[src/sv/ahfr_pkg.sv]
// Package for the ASCII hex frame receiver: beat and result types,
// framing byte codes and byte positions. No dependencies.
package ahfr_pkg;

    localparam logic [7:0] START_BYTE = 8'h3A;
    localparam logic [7:0] CR_BYTE    = 8'h0D;
    localparam logic [7:0] LF_BYTE    = 8'h0A;

    localparam logic [4:0] FIRST_DIGIT_POS = 5'd1;
    localparam logic [4:0] LAST_DIGIT_POS  = 5'd14;
    localparam logic [4:0] CR_POS          = 5'd15;
    localparam logic [4:0] LF_POS          = 5'd16;

    typedef enum logic [1:0] {
        STATUS_OK        = 2'd0,
        STATUS_ADDR_MISS = 2'd1,
        STATUS_LRC_MISS  = 2'd2
    } ahfr_status_t;

    typedef struct packed {
        logic [7:0] rx_byte;
    } ahfr_rx_t;

    typedef struct packed {
        logic [7:0]   frame_address;
        logic [7:0]   frame_command;
        logic [15:0]  frame_content;
        logic [15:0]  frame_data;
        ahfr_status_t frame_status;
    } ahfr_result_t;

    // Byte held in the input register, as seen by the parser.
    typedef struct packed {
        logic       valid;
        logic [7:0] rx_byte;
    } ahfr_beat_t;

endpackage

[src/sv/ahfr_parser.sv]
// Frame parser: position tracking, hex decode, payload shift, LRC and
// address check, station address register. Depends on ahfr_pkg.
module ahfr_parser (
    input  logic                  clk,
    input  logic                  rst_n,
    input  logic                  cfg_wr_en,
    input  logic [7:0]            cfg_wr_data,
    input  ahfr_pkg::ahfr_beat_t  beat,
    input  logic                  can_load,
    output logic                  take,
    output logic                  load,
    output ahfr_pkg::ahfr_result_t result
);
    import ahfr_pkg::*;

    logic        in_frame_reg;
    logic        in_frame_next;
    logic [4:0]  pos_reg;
    logic [4:0]  pos_next;
    logic [55:0] shift_reg;
    logic [55:0] shift_next;
    logic [3:0]  nibble_reg;
    logic [3:0]  nibble_next;
    logic [7:0]  station_address_reg;

    logic [7:0]  c;
    logic        digit_ok;
    logic [3:0]  digit;
    logic        frame_done;
    logic [7:0]  sum;

    // Uppercase hex digits only.
    always_comb
    begin
        digit_ok = 1'b1;
        digit    = 4'd0;
        if (c inside {[8'h30:8'h39]})
        begin
            digit = 4'(c - 8'h30);
        end
        else if (c inside {[8'h41:8'h46]})
        begin
            digit = 4'(c - 8'h37);
        end
        else
        begin
            digit_ok = 1'b0;
        end
    end

    assign c = beat.rx_byte;

    always_comb
    begin
        in_frame_next = in_frame_reg;
        pos_next      = pos_reg;
        shift_next    = shift_reg;
        nibble_next   = nibble_reg;
        frame_done    = 1'b0;
        if (c == START_BYTE)
        begin
            // A start byte always reopens the frame.
            in_frame_next = 1'b1;
            pos_next      = FIRST_DIGIT_POS;
            shift_next    = '0;
            nibble_next   = '0;
        end
        else if (in_frame_reg)
        begin
            if (pos_reg inside {[FIRST_DIGIT_POS:LAST_DIGIT_POS]})
            begin
                if (!digit_ok)
                begin
                    in_frame_next = 1'b0;
                    pos_next      = '0;
                end
                else
                begin
                    if (pos_reg[0])
                    begin
                        nibble_next = digit;
                    end
                    else
                    begin
                        shift_next = {shift_reg[47:0], nibble_reg, digit};
                    end
                    pos_next = pos_reg + 5'd1;
                end
            end
            else if (pos_reg == CR_POS && c == CR_BYTE)
            begin
                pos_next = LF_POS;
            end
            else
            begin
                // Complete on LF; drop on anything else.
                frame_done    = (pos_reg == LF_POS) && (c == LF_BYTE);
                in_frame_next = 1'b0;
                pos_next      = '0;
            end
        end
    end

    assign take = beat.valid && (!frame_done || can_load);
    assign load = beat.valid && frame_done && can_load;

    // Frame is good when payload sum plus LRC wraps to zero.
    assign sum = shift_reg[55:48] + shift_reg[47:40] + shift_reg[39:32]
               + shift_reg[31:24] + shift_reg[23:16] + shift_reg[15:8];

    always_comb
    begin
        result.frame_address = shift_reg[55:48];
        result.frame_command = shift_reg[47:40];
        result.frame_content = shift_reg[39:24];
        result.frame_data    = shift_reg[23:8];
        if (8'(sum + shift_reg[7:0]) != 8'd0)
        begin
            result.frame_status = STATUS_LRC_MISS;
        end
        else if (shift_reg[55:48] != station_address_reg)
        begin
            result.frame_status = STATUS_ADDR_MISS;
        end
        else
        begin
            result.frame_status = STATUS_OK;
        end
    end

    always_ff @(posedge clk or negedge rst_n)
    begin
        if (!rst_n)
        begin
            in_frame_reg        <= 1'b0;
            pos_reg             <= '0;
            shift_reg           <= '0;
            nibble_reg          <= '0;
            station_address_reg <= '0;
        end
        else
        begin
            if (take)
            begin
                in_frame_reg <= in_frame_next;
                pos_reg      <= pos_next;
                shift_reg    <= shift_next;
                nibble_reg   <= nibble_next;
            end
            if (cfg_wr_en)
            begin
                station_address_reg <= cfg_wr_data;
            end
        end
    end
endmodule

[config.mk]
export PLATFORM = sky130hd
export DESIGN_NAME = ahfr_parser
export DESIGN_NICKNAME = d
export VERILOG_FILES = /design/src/sv/ahfr_pkg.sv /design/src/sv/ahfr_parser.sv
export SDC_FILE = /design/constraint.sdc
export NUM_CORES = 1
export LEC_CHECK = 0
export BUFFER_PORTS_ARGS = -buffer_cell sky130_fd_sc_hd__buf_2
export CAP_MARGIN = 15
export CORE_ASPECT_RATIO = 1.75
export CORE_MARGIN = 2
export CORE_UTILIZATION = 47
export DETAILED_ROUTE_END_ITERATION = 8
export PLACE_DENSITY = 0.7
export SYNTH_ARGS = -nofsm -noshare
export SYNTH_HDL_FRONTEND = slang
export SYNTH_SLANG_ARGS = --single-unit
[constraint.sdc]
create_clock -name clk -period 5.3 [get_ports clk]
set_input_delay 0.265 -clock clk [delete_from_list [all_inputs] [get_ports clk]]
set_output_delay 0.265 -clock clk [all_outputs]
set_load 0.02 [all_outputs]
==> summary.txt <==
P_leak - 2.61 nW
max FFs per register - 56
GR Util met1 - 21.1%
drt first pass iters - 5
CP Launch Type - register
number of synthesized flops with an enable pin - 0
vias in the first global route - 3309
data required time at the worst endpoint - 5.04 ns
WP data arrival - 4.56 ns
FILL cells - 901
CTS Hold Bufs - 0
first-pass GRT wire length - 15.7 mm
PwrDens - 250 nW/um^2
critical path's top delay family - adder cells
crit-path cells - fa_1 > inv_1 > fa_1 > fa_1 > inv_1 > fa_1 > inv_1 > fa_1 > nand2b_1 > a21oi_1 > a21oi_1 > nor3_1 > and4_1 > buf_2
cells after synthesis - 422
period utilisation layout - 91.0%
Yosys top cell by area - dfrtp_1
Port Buffers - 72
die area - 11000 sq um
top cells by area, synth - dfrtp_1 39%, fa_1 13%, a22o_1 10%
gr busiest metal - met2
hold slack final - 0.151 ns
worst-skew pair later-pin latency - 0.33 ns
area grow syn2layout - 9.15%
RSZ-0062 raised after global routing - false
clock skew - 0.00688 ns
largest net degree at the start of global routing - 75
Comb power frac - 4.7%
core area - 9850 sq um
critical path fanouts, max - 4
Synth Cell Area - 4770 sq um
Final setup violation count - 0
GR met3 Demand/Resource - 3.93%
Worst path slowest cell - fa_1
Synthesized Nets - 493
Sw Pwr - 0.267 mW
WP buf/inv - 4
CTS max path bufs - 2
critical path class - register to output pin
setup_tns - 0 ns
Clock Tree Root - clkbuf_16
CTS HTree Levels - 3
wire per inst - 16.4 um
cts bufs inserted - 9
cts repair resizes - 0
Initial DRC Count - 190
Final WS setup - 0.480 ns
min Tclk post-route - 4.82 ns
Starting Density - 48.5%
synth unique cells - 58
status - finished clean
Clock Pin Slew Worst Setup and Hold Paths - 0.06 ns
antenna violations before repair - 0
Int Pwr - 1.04 mW
most used cell, CP - fa_1
fmax - 207 MHz
total congestion overflow - 0
via-per-instance ratio - 5.53
Pins Over Slew Limit - 0
Fin. Hold Viols - 0
Total GRT Usage - 18.7%
DPL Wire Length - 7.08 mm
Die X - 80.2 um
power share of the clock group - 50.7%
final instance area - 5210 sq um
Worst-Margin Slew - 1.01 ns
synth warn - 0
# Post-CTS Setup Buffers - 0
Max Cap Viol - 0
n_diodes - 0
Synth top area share - 38.8%
# DRC - 0
Sw Ratio - 20.5%
FF+latch count, synth - 74
WL final - 9.44 mm
hold crit path type - input pin to async pin
slowest stage delay, CP - 0.55 ns
post-synthesis average cell area - 11.3 sq um
GPL Wtd Cong - 0.819
register area share after synthesis - 38.8%
FP Rows - 48
vias post-DR - 3186
nets - 517
worst ir drop on vdd - 0.000185 V
I/O Pins - 73
CTS tree - done
ys flop type - dfrtp_1
share of cells above drive strength 1 - 23.3%
Placed Area - 4880 sq um
Async S/R FF share, synth - 100%
Worst setup EP type - output pin
met2 Resource Use GR - 33.0%
Final ANT Viol Nets - 0
DP Worst Slack - 0.902 ns
sequential share of power - 44.6%
Slew HR - 32.8%
die span in y - 137 um
CTS sink count - 74
worst reg2reg max path, stage by stage (launching register included):
cell       delay, ns
dfrtp_1         0.47
inv_1           0.22
ha_1            0.18
and4b_1         0.19
a211oi_1        0.80
o2111ai_2       0.34
nor3_4          0.81
buf_4           0.44
a22o_1          0.20
final cells by class:
type                    instances  area (sq um)  area share [%]
flip-flops and latches         74          1850            35.5
well taps                     125           156            3.00
clock buffers                  12           256            4.92
repair buffers                 76           390            7.49
multi-input cells             228          2270            43.5
inverters                      57           214            4.11
clock inverters                 4          73.8            1.42
layout by cell type (no fill, tap or decap), types with 9 or more instances in the layout:
cell,Yosys,final
ha_1,18,18
buf_2,6,72
fa_1,32,32
inv_1,56,56
dfrtp_1,74,74
xor2_1,10,10
clkbuf_16,0,9
a21oi_1,10,10
a22o_1,55,55
cell usage after synthesis (3+ instances only):
cell type and number:
a21oi_1 10, xnor2_1 8, xor2_1 10, a22o_1 55, nor2_1 8, nor4_1 6, buf_6 3, buf_2 6
clkbuf_1 6, nand2_1 5, inv_1 56, nor3_1 3, o21ai_0 8, nand3_1 7, mux2_2 8, ha_1 18
nand2b_1 3, fa_1 32, dfrtp_1 74, o32ai_1 3, buf_4 48
through the flow:
stage	power [mW]	cells	util, %
after floorplan	0.623	422	-
after global placement	0.653	560	49.6
after detailed placement	0.655	560	49.6
after CTS	1.32	576	52.9
after global routing	1.35	576	52.9
final	1.30	576	52.9
per-layer routing:
| layer | part of all wire, % | wire length [um] | vias to the layer above |
|---|---|---|---|
| li1 | - | - | 1478 |
| met1 | 40 | 3740 | 1617 |
| met4 | 2.7 | 252 | 0 |
| met2 | 54 | 5060 | 74 |
| met3 | 4.1 | 385 | 17 |
| met5 | 0 | 0 | - |
worst paths after layout:
check | from | end | slack (ns) | cells after the start
setup / recovery | shift_reg[10] | result[0] | 0.48 | 14
min in group clk | cfg_wr_data[4] | station_address_reg[4] | 0.17 | 2
setup reg to reg | pos_reg[0] | shift_reg[30] | 1.60 | 8
hold reg to reg | nibble_reg[2] | shift_reg[6] | 0.49 | 1
max in group asynchronous | rst_n | station_address_reg[5] | 4.53 | 2
hold / removal | rst_n | shift_reg[31] | 0.15 | 2
power by group through the flow:
stage	clock [mW]	combinational, mW	sequential, mW
6_report	0.661	0.0615	0.582
4_1_cts	0.671	0.0629	0.582
3_3_place_gp	0	0.0606	0.592
2_1_floorplan	0	0.0324	0.591
5_1_grt	0.694	0.0698	0.583
3_5_place_dp	0	0.0627	0.593
kinds of logic after synthesis:
| logic type | after synthesis | synth area share (%) |
|---|---|---|
| multiplexers | 8 | 1.89 |
| XOR/XNOR | 19 | 3.77 |
| AO/OA/AOI/OAI | 102 | 17.2 |
| adder cells (fa/ha/maj) | 50 | 18.1 |
| buffers and inverters | 120 | 13.8 |
| AND/OR/NAND/NOR | 49 | 6.42 |
| flip-flops | 74 | 38.8 |
Power figures use the tool's default switching activity.
