[src/sv/ahfr_pkg.sv]
// Package for the ASCII hex frame receiver: beat and result types,
// framing byte codes and byte positions. No dependencies.
package ahfr_pkg;

    localparam logic [7:0] START_BYTE = 8'h3A;
    localparam logic [7:0] CR_BYTE    = 8'h0D;
    localparam logic [7:0] LF_BYTE    = 8'h0A;

    localparam logic [4:0] FIRST_DIGIT_POS = 5'd1;
    localparam logic [4:0] LAST_DIGIT_POS  = 5'd14;
    localparam logic [4:0] CR_POS          = 5'd15;
    localparam logic [4:0] LF_POS          = 5'd16;

    typedef enum logic [1:0] {
        STATUS_OK        = 2'd0,
        STATUS_ADDR_MISS = 2'd1,
        STATUS_LRC_MISS  = 2'd2
    } ahfr_status_t;

    typedef struct packed {
        logic [7:0] rx_byte;
    } ahfr_rx_t;

    typedef struct packed {
        logic [7:0]   frame_address;
        logic [7:0]   frame_command;
        logic [15:0]  frame_content;
        logic [15:0]  frame_data;
        ahfr_status_t frame_status;
    } ahfr_result_t;

    // Byte held in the input register, as seen by the parser.
    typedef struct packed {
        logic       valid;
        logic [7:0] rx_byte;
    } ahfr_beat_t;

endpackage

[src/sv/ahfr_stream_if.sv]
// Valid/ready stream interface with a typed payload.
// Used for the receive byte and frame result channels.
interface ahfr_stream_if #(
    parameter type payload_t = logic [7:0]
);
    logic     valid;
    logic     ready;
    payload_t data;

    modport source (output valid, output data, input ready);
    modport sink   (input valid, input data, output ready);
endinterface

[src/sv/ahfr_out_stage.sv]
// Result register for decoded frames.
// Depends on ahfr_pkg and ahfr_stream_if.
module ahfr_out_stage (
    input  logic                   clk,
    input  logic                   rst_n,
    input  logic                   load,
    input  ahfr_pkg::ahfr_result_t result,
    output logic                   can_load,
    ahfr_stream_if.source          frame
);
    import ahfr_pkg::*;

    logic         valid_reg;
    logic         valid_next;
    ahfr_result_t result_reg;

    assign can_load   = !valid_reg || frame.ready;
    assign valid_next = load ? 1'b1 : (frame.ready ? 1'b0 : valid_reg);

    always_ff @(posedge clk or negedge rst_n)
    begin
        if (!rst_n)
        begin
            valid_reg <= 1'b0;
        end
        else
        begin
            valid_reg <= valid_next;
        end
    end

    always_ff @(posedge clk)
    begin
        if (load)
        begin
            result_reg <= result;
        end
    end

    assign frame.valid = valid_reg;
    assign frame.data  = result_reg;
endmodule

[src/flat_wrapper.sv]
// flat-port wrapper written by rule: the top's interface ports become plain ports
module ahfr_out_stage_flat import ahfr_pkg::*;
  (clk, rst_n, load, result, can_load, frame_valid, frame_data, frame_ready);
  ahfr_stream_if frame_i ();
  input  logic clk;
  input  logic rst_n;
  input  logic load;
  input  ahfr_pkg::ahfr_result_t result;
  output logic can_load;
  output wire logic [$bits(frame_i.valid)-1:0] frame_valid;
  output wire logic [$bits(frame_i.data)-1:0] frame_data;
  input wire logic [$bits(frame_i.ready)-1:0] frame_ready;
  assign frame_valid = frame_i.valid;
  assign frame_data = frame_i.data;
  assign frame_i.ready = frame_ready;
  ahfr_out_stage u_core (.clk(clk), .rst_n(rst_n), .load(load), .result(result), .can_load(can_load), .frame(frame_i));
endmodule
[config.mk]
export PLATFORM = sky130hd
export DESIGN_NAME = ahfr_out_stage_flat
export DESIGN_NICKNAME = d
export VERILOG_FILES = /design/src/sv/ahfr_pkg.sv /design/src/sv/ahfr_stream_if.sv /design/src/sv/ahfr_out_stage.sv /design/src/flat_wrapper.sv
export SDC_FILE = /design/constraint.sdc
export NUM_CORES = 1
export LEC_CHECK = 0
export BUFFER_PORTS_ARGS = -buffer_cell sky130_fd_sc_hd__buf_2
export CORE_MARGIN = 3
export CORE_UTILIZATION = 21
export DETAILED_ROUTE_END_ITERATION = 8
export PLACE_DENSITY = 0.71
export SETUP_SLACK_MARGIN = 0.5
export SLEW_MARGIN = 10
export SYNTH_ARGS = -nofsm -noshare
export SYNTH_HDL_FRONTEND = slang
export SYNTH_SLANG_ARGS = --single-unit
export TNS_END_PERCENT = 20
[constraint.sdc]
create_clock -name clk -period 0.8 [get_ports clk]
set_input_delay 0.16 -clock clk [delete_from_list [all_inputs] [get_ports clk]]
set_output_delay 0.16 -clock clk [all_outputs]
set_load 0.02 [all_outputs]
==> reports/qor.yml, run 1 <==
status: "finished with violations"
violations: "negative hold slack, negative setup slack"
io_pins: 64
io_buffer_count: 21
antenna_found_initial: 0
grt_pass1_wl_um: 897
leakage_uw: 0.000212
ant_nets: 0
diodes: 0
p_per_area_nw_per_um2: 2230
coreArea_um2: 1200
drtPass1Iterations: 2
hold_ws_ns: -0.328
ir_worst_vdd_mv: 0.966
synthesis.area_um2: 288
netlist_instances: 11
syn_area_per_cell_um2: 26.2
wl_per_cell_um: 10.6
worst-path-max-fanout: 2
mostFrequentLayoutCell: "buf_2"
viasPerCell: 3.71
min_period_over_period_pct: 126
report.final.slew_viol_count: 0
slew_headroom_pct: 92.5
fill_cells: 121
place_inst: 46
cp-end-kind: "output pin"
hold_violations: 1
grt_overflow: 0
clkTransAtPathRegs_ns: 0.06
fin_crit_ns: 1.01
dieArea_um2: 1850
nNetsFinal: 93
clock_path_buffers: 2
cts_buffers: 3
critPathKind: "register to output pin"
htree_levels: 1
start_kind: "register"
grt_pass1_vias: 198
fp.dieH_um: 43.0
initial_core_util_pct: 24.0
drt-initial-drc-count: 3
totalNegativeSetupSlack_ns: -1.45
grt_max_degree: 10
drt_wl_total_um: 549
fmax_mhz: 992
p_total_uw: 1040
cts_tree: "built"
insertion_delay_ns: 0.25
required_ns: 0.64
die_w_um: 43.0
maxCapViolations: 0
synth_seq_cells: 9
layout_common_cells: "buf_2 (19), edfxtp_1 (8), clkbuf_4 (3), buf_4 (2)"
rsz0062_at_grt: "true"
num_vias: 193
holdCritPathClass: "input port to async pin"
ys_seq_area_share_pct: 92.2
final_cells: 52
root_buffer: "clkbuf_4"
skew_ns: 0
largest_reg_flops: 8
syn2layout_area_growth_pct: 63.0
worstPathArrival_ns: 0.85
globalplace.congestion: 0.657
grtUsageTotal_pct: 6.82
pre_cts_slack_ns: 0.0157
drc_errors: 0
row_count: 12
synthesis.nets: 65
drive_gt1_share_pct: 76.3
setup_viol: 11
synth_warnings: 0
reg2reg_slack_ns: -0.03
setup_slack_ns: -0.208
worst_pin_slew_ns: 0.113
ys_types: 4
clock_sink_count: 9
==> critical path, stage by stage, from the launching register on <==
cell and delay, ns:
dfrtp_2 0.42, nand2b_4 0.07, buf_6 0.11
==> routing by layer <==
metal	wire (µm)	share of wire, %	global-route usage (%)
met1	250	46	8.75
met5	0	0	0
met3	75	14	3.81
met4	0	0	5.42
met2	223	41	8.08
==> final cells by class <==
| type | count | area (µm²) | area share (%) |
|---|---|---|---|
| repair buffers | 23 | 136 | 29.1 |
| clock buffers | 4 | 26.3 | 5.60 |
| well taps | 14 | 17.5 | 3.73 |
| flip-flops and latches | 9 | 267 | 56.8 |
| multi-input cells | 2 | 22.5 | 4.80 |
==> kinds of logic (layout without fill, tap and decap cells) <==
kind of cell  Yosys count  in the layout  synth area share, %
buf+inv                 0             27                    0
simple gates            2              2                 7.83
flops                   9              9                 92.2
==> metrics by stage <==
| step | cell area, µm² | utilization [%] |
|---|---|---|
| after CTS | 462 | 38.4 |
| after global routing | 469 | 39.1 |
| final | 469 | 39.1 |
| after global placement | 412 | 34.3 |
| after detailed placement | 412 | 34.3 |
| after floorplan | 289 | - |
==> report_power, final <==
| group | switching, µW | internal [µW] | total [µW] |
|---|---|---|---|
| registers | 10.2 | 553 | 563 |
| clock network | 139 | 191 | 330 |
| logic | 83.0 | 68.4 | 151 |
| total | 232 | 812 | 1040 |
==> repair_timing <==
action                     4_1_cts  5_1_grt
setup endpoints to repair       19       11
hold endpoints to repair         1        1
buffers inserted                 1        1
resized for setup                5        0
==> final timing paths <==
check,from,end,depth (start not counted)
setup reg to reg,u_core.frame.valid,u_core.frame.valid,4
hold reg to reg,u_core.frame.valid,u_core.frame.valid,4
hold / removal,rst_n,u_core.frame.valid,1
min in group clk,result[3],u_core.frame.data[3],1
max in group asynchronous,rst_n,u_core.frame.valid,1
setup / recovery,u_core.frame.valid,can_load,2
==> synth_stat cells <==
cell type  count  area share, %
nand2b_2       1            3.0
nand2b_4       1            4.8
dfrtp_1        1            8.7
edfxtp_1       8             83
No activity file was read; power rests on OpenSTA's default activity.
==> inputs of run 2 (changes only) <==
--- a/config.mk
+++ b/config.mk
@@ -6,10 +6,11 @@
 export NUM_CORES = 1
 export LEC_CHECK = 0
 export BUFFER_PORTS_ARGS = -buffer_cell sky130_fd_sc_hd__buf_2
-export CORE_MARGIN = 3
-export CORE_UTILIZATION = 21
+export CORE_AREA = 3 3 40 42
+export CTS_BUF_LIST = sky130_fd_sc_hd__clkbuf_4 sky130_fd_sc_hd__clkbuf_8
 export DETAILED_ROUTE_END_ITERATION = 8
-export PLACE_DENSITY = 0.71
+export DIE_AREA = 0 0 43 45
+export PLACE_DENSITY = 0.73
 export SETUP_SLACK_MARGIN = 0.5
 export SLEW_MARGIN = 10
 export SYNTH_ARGS = -nofsm -noshare
==> run 2 against run 1 <==
The run ends with negative setup slack left. Core utilization shrank 0.89 points. Sequential power is essentially flat. Clock skew is the same. Design area grew 4.5%. Wire length grew 6.2%. Largest cell class unchanged.
==> reports/qor.yml, run 2 (synthesis results as in run 1) <==
cp-startpoint: "u_core.frame.valid"
insertion_delay_ns: 0.25  # about the same
wl_met1_um: 249  # -0.40%
clock_sink_count: 9  # unchanged
pre_cts_slack_ns: 0.0144  # -0.00134 ns
drive_gt1_share_pct: 76.9  # +0.61 points
grtUsageTotal_pct: 6.77  # -0.056 points
row_count: 13  # +1
min_period_over_period_pct: 126  # about the same
largest_reg_flops: 8  # unchanged
antenna_found_initial: 0  # unchanged
grt_pass1_wl_um: 890  # -0.78%
grt_overflow: 0  # unchanged
slew_headroom_pct: 91.8  # -0.75 points
worstPathArrival_ns: 0.85  # about the same
dieArea_um2: 1940  # +4.6%
critPathKind: "register to output pin"
min_from: "result[5]"
fin_crit_ns: 1.01  # +0.000370 ns
setup_slack_ns: -0.208  # -0.000370 ns
globalplace.congestion: 0.663  # +0.94%
clock_path_buffers: 2  # unchanged
coreArea_um2: 1280  # +7.0%
worst-path-max-fanout: 2  # unchanged
violations: "negative setup slack"
rsz0062_at_grt: "true"
num_vias: 201  # +4.1%
status: "finished with violations"
report.final.slew_viol_count: 0  # unchanged
holdCritPathClass: "input port to register"
setup_viol: 11  # unchanged
grt_pass1_vias: 216  # +9.1%
fp.dieH_um: 45  # +4.6%
start_kind: "register"
worst_pin_slew_ns: 0.124  # +0.0114 ns
wl_met3_um: 112  # +49%
htree_levels: 1  # unchanged
highest_layer: "met3"
fmax_mhz: 992  # about the same
fin_util_pct: 38.2  # -0.89 points
nNetsFinal: 94  # +1.1%
met2WireLength_um: 221  # -0.90%
r2r_start: "u_core.frame.valid"
mostFrequentLayoutCell: "buf_2"
drc_errors: 0  # unchanged
p_per_area_nw_per_um2: 2220  # -0.42%
drt-initial-drc-count: 1  # -2
cp-end-kind: "output pin"
grt_max_degree: 10  # unchanged
layout_common_cells: "buf_2 (18), edfxtp_1 (8), clkbuf_4 (4), buf_6 (2), buf_4 (2)"
root_buffer: "clkbuf_4"
skew_ns: 0  # unchanged
cts_tree: "built"
diodes: 0  # unchanged
required_ns: 0.64  # about the same
syn2layout_area_growth_pct: 70.4
die_w_um: 43  # about the same
leakage_uw: 0.000221  # +4.6%
io_pins: 64  # unchanged
viasPerCell: 3.72  # +0.29%
io_buffer_count: 21  # unchanged
drtPass1Iterations: 2  # unchanged
initial_core_util_pct: 22.4  # -1.6 points
clkTransAtPathRegs_ns: 0.05  # about the same
maxCapViolations: 0  # unchanged
ir_worst_vdd_mv: 0.903  # -6.5%
hold_violations: 0  # -1
ant_nets: 0  # unchanged
wl_per_cell_um: 10.8  # +2.3%
cts_buffers: 3  # unchanged
drt_wl_total_um: 583  # +6.2%
-- run 2: cell types whose count changed in the layout (fill, tap and decap cells not counted) --
cell,before,now
clkbuf_4,3,4
buf_6,1,2
clkbuf_1,1,0
buf_2,19,18
dlygate4sd3_1,0,1
-- run 2: through the flow --
step | hold slack [ns] | instance area [µm²] | power (µW) | instances | setup TNS, ns
finish | 0.0834 | 490 | 1090 | 54 | -1.42
detailed placement | -0.0639 | 413 | 707 | 47 | 0
CTS | -0.342 | 473 | 1110 | 52 | -1.58
global route | 0.0635 | 490 | 1150 | 54 | -1.84
floorplan | -0.136 | 289 | 638 | 11 | 0
global placement | -0.0638 | 413 | 703 | 47 | 0
-- run 2: what timing repair did --
action                                  4_1_cts  5_1_grt
setup buffers                                 1        1
endpoints found under the setup margin       19       11
resized for setup                             7        0
cloned                                        0        0
hold endpoints to repair                      1        1
-- run 2: power breakdown --
group / switching (µW) / total, µW / internal (µW)
Clock: 138 / 363 / 225
Combinational: 85.0 / 161 / 76.2
Sequential: 10.3 / 563 / 553
Total: 233 / 1090 / 854
-- run 2: cell type report --
type / instances / area, µm²
sequential: 9 / 267
timing repair buffer: 24 / 153
fill: 122 / 795
clock buffer: 4 / 30.0
multi-input combinational: 2 / 22.5
tap: 15 / 18.8
-- run 2: worst paths after layout --
path | end | slack (ns) | cells past startpoint
worst max register to register | u_core.frame.valid | -0.03 | 4
max in group asynchronous | u_core.frame.valid | 0.51 | 2
worst max-delay path | can_load | -0.21 | 2
worst min register to register | u_core.frame.valid | 0.75 | 4
worst min-delay path | u_core.frame.data[5] | 0.08 | 1
min in group asynchronous | u_core.frame.valid | 0.20 | 2
-- run 2: worst max-delay path, stage by stage (launching register included) --
cell,delay [ns]
dfrtp_2,0.41
nand2b_4,0.07
buf_6,0.11
-- run 2: per-layer routing --
metal / up-vias / global-route usage, %
li1: 97 / -
met1: 82 / 7.83
met2: 22 / 8.68
met3: 0 / 6.77
met4: 0 / 1.81
met5: - / 0
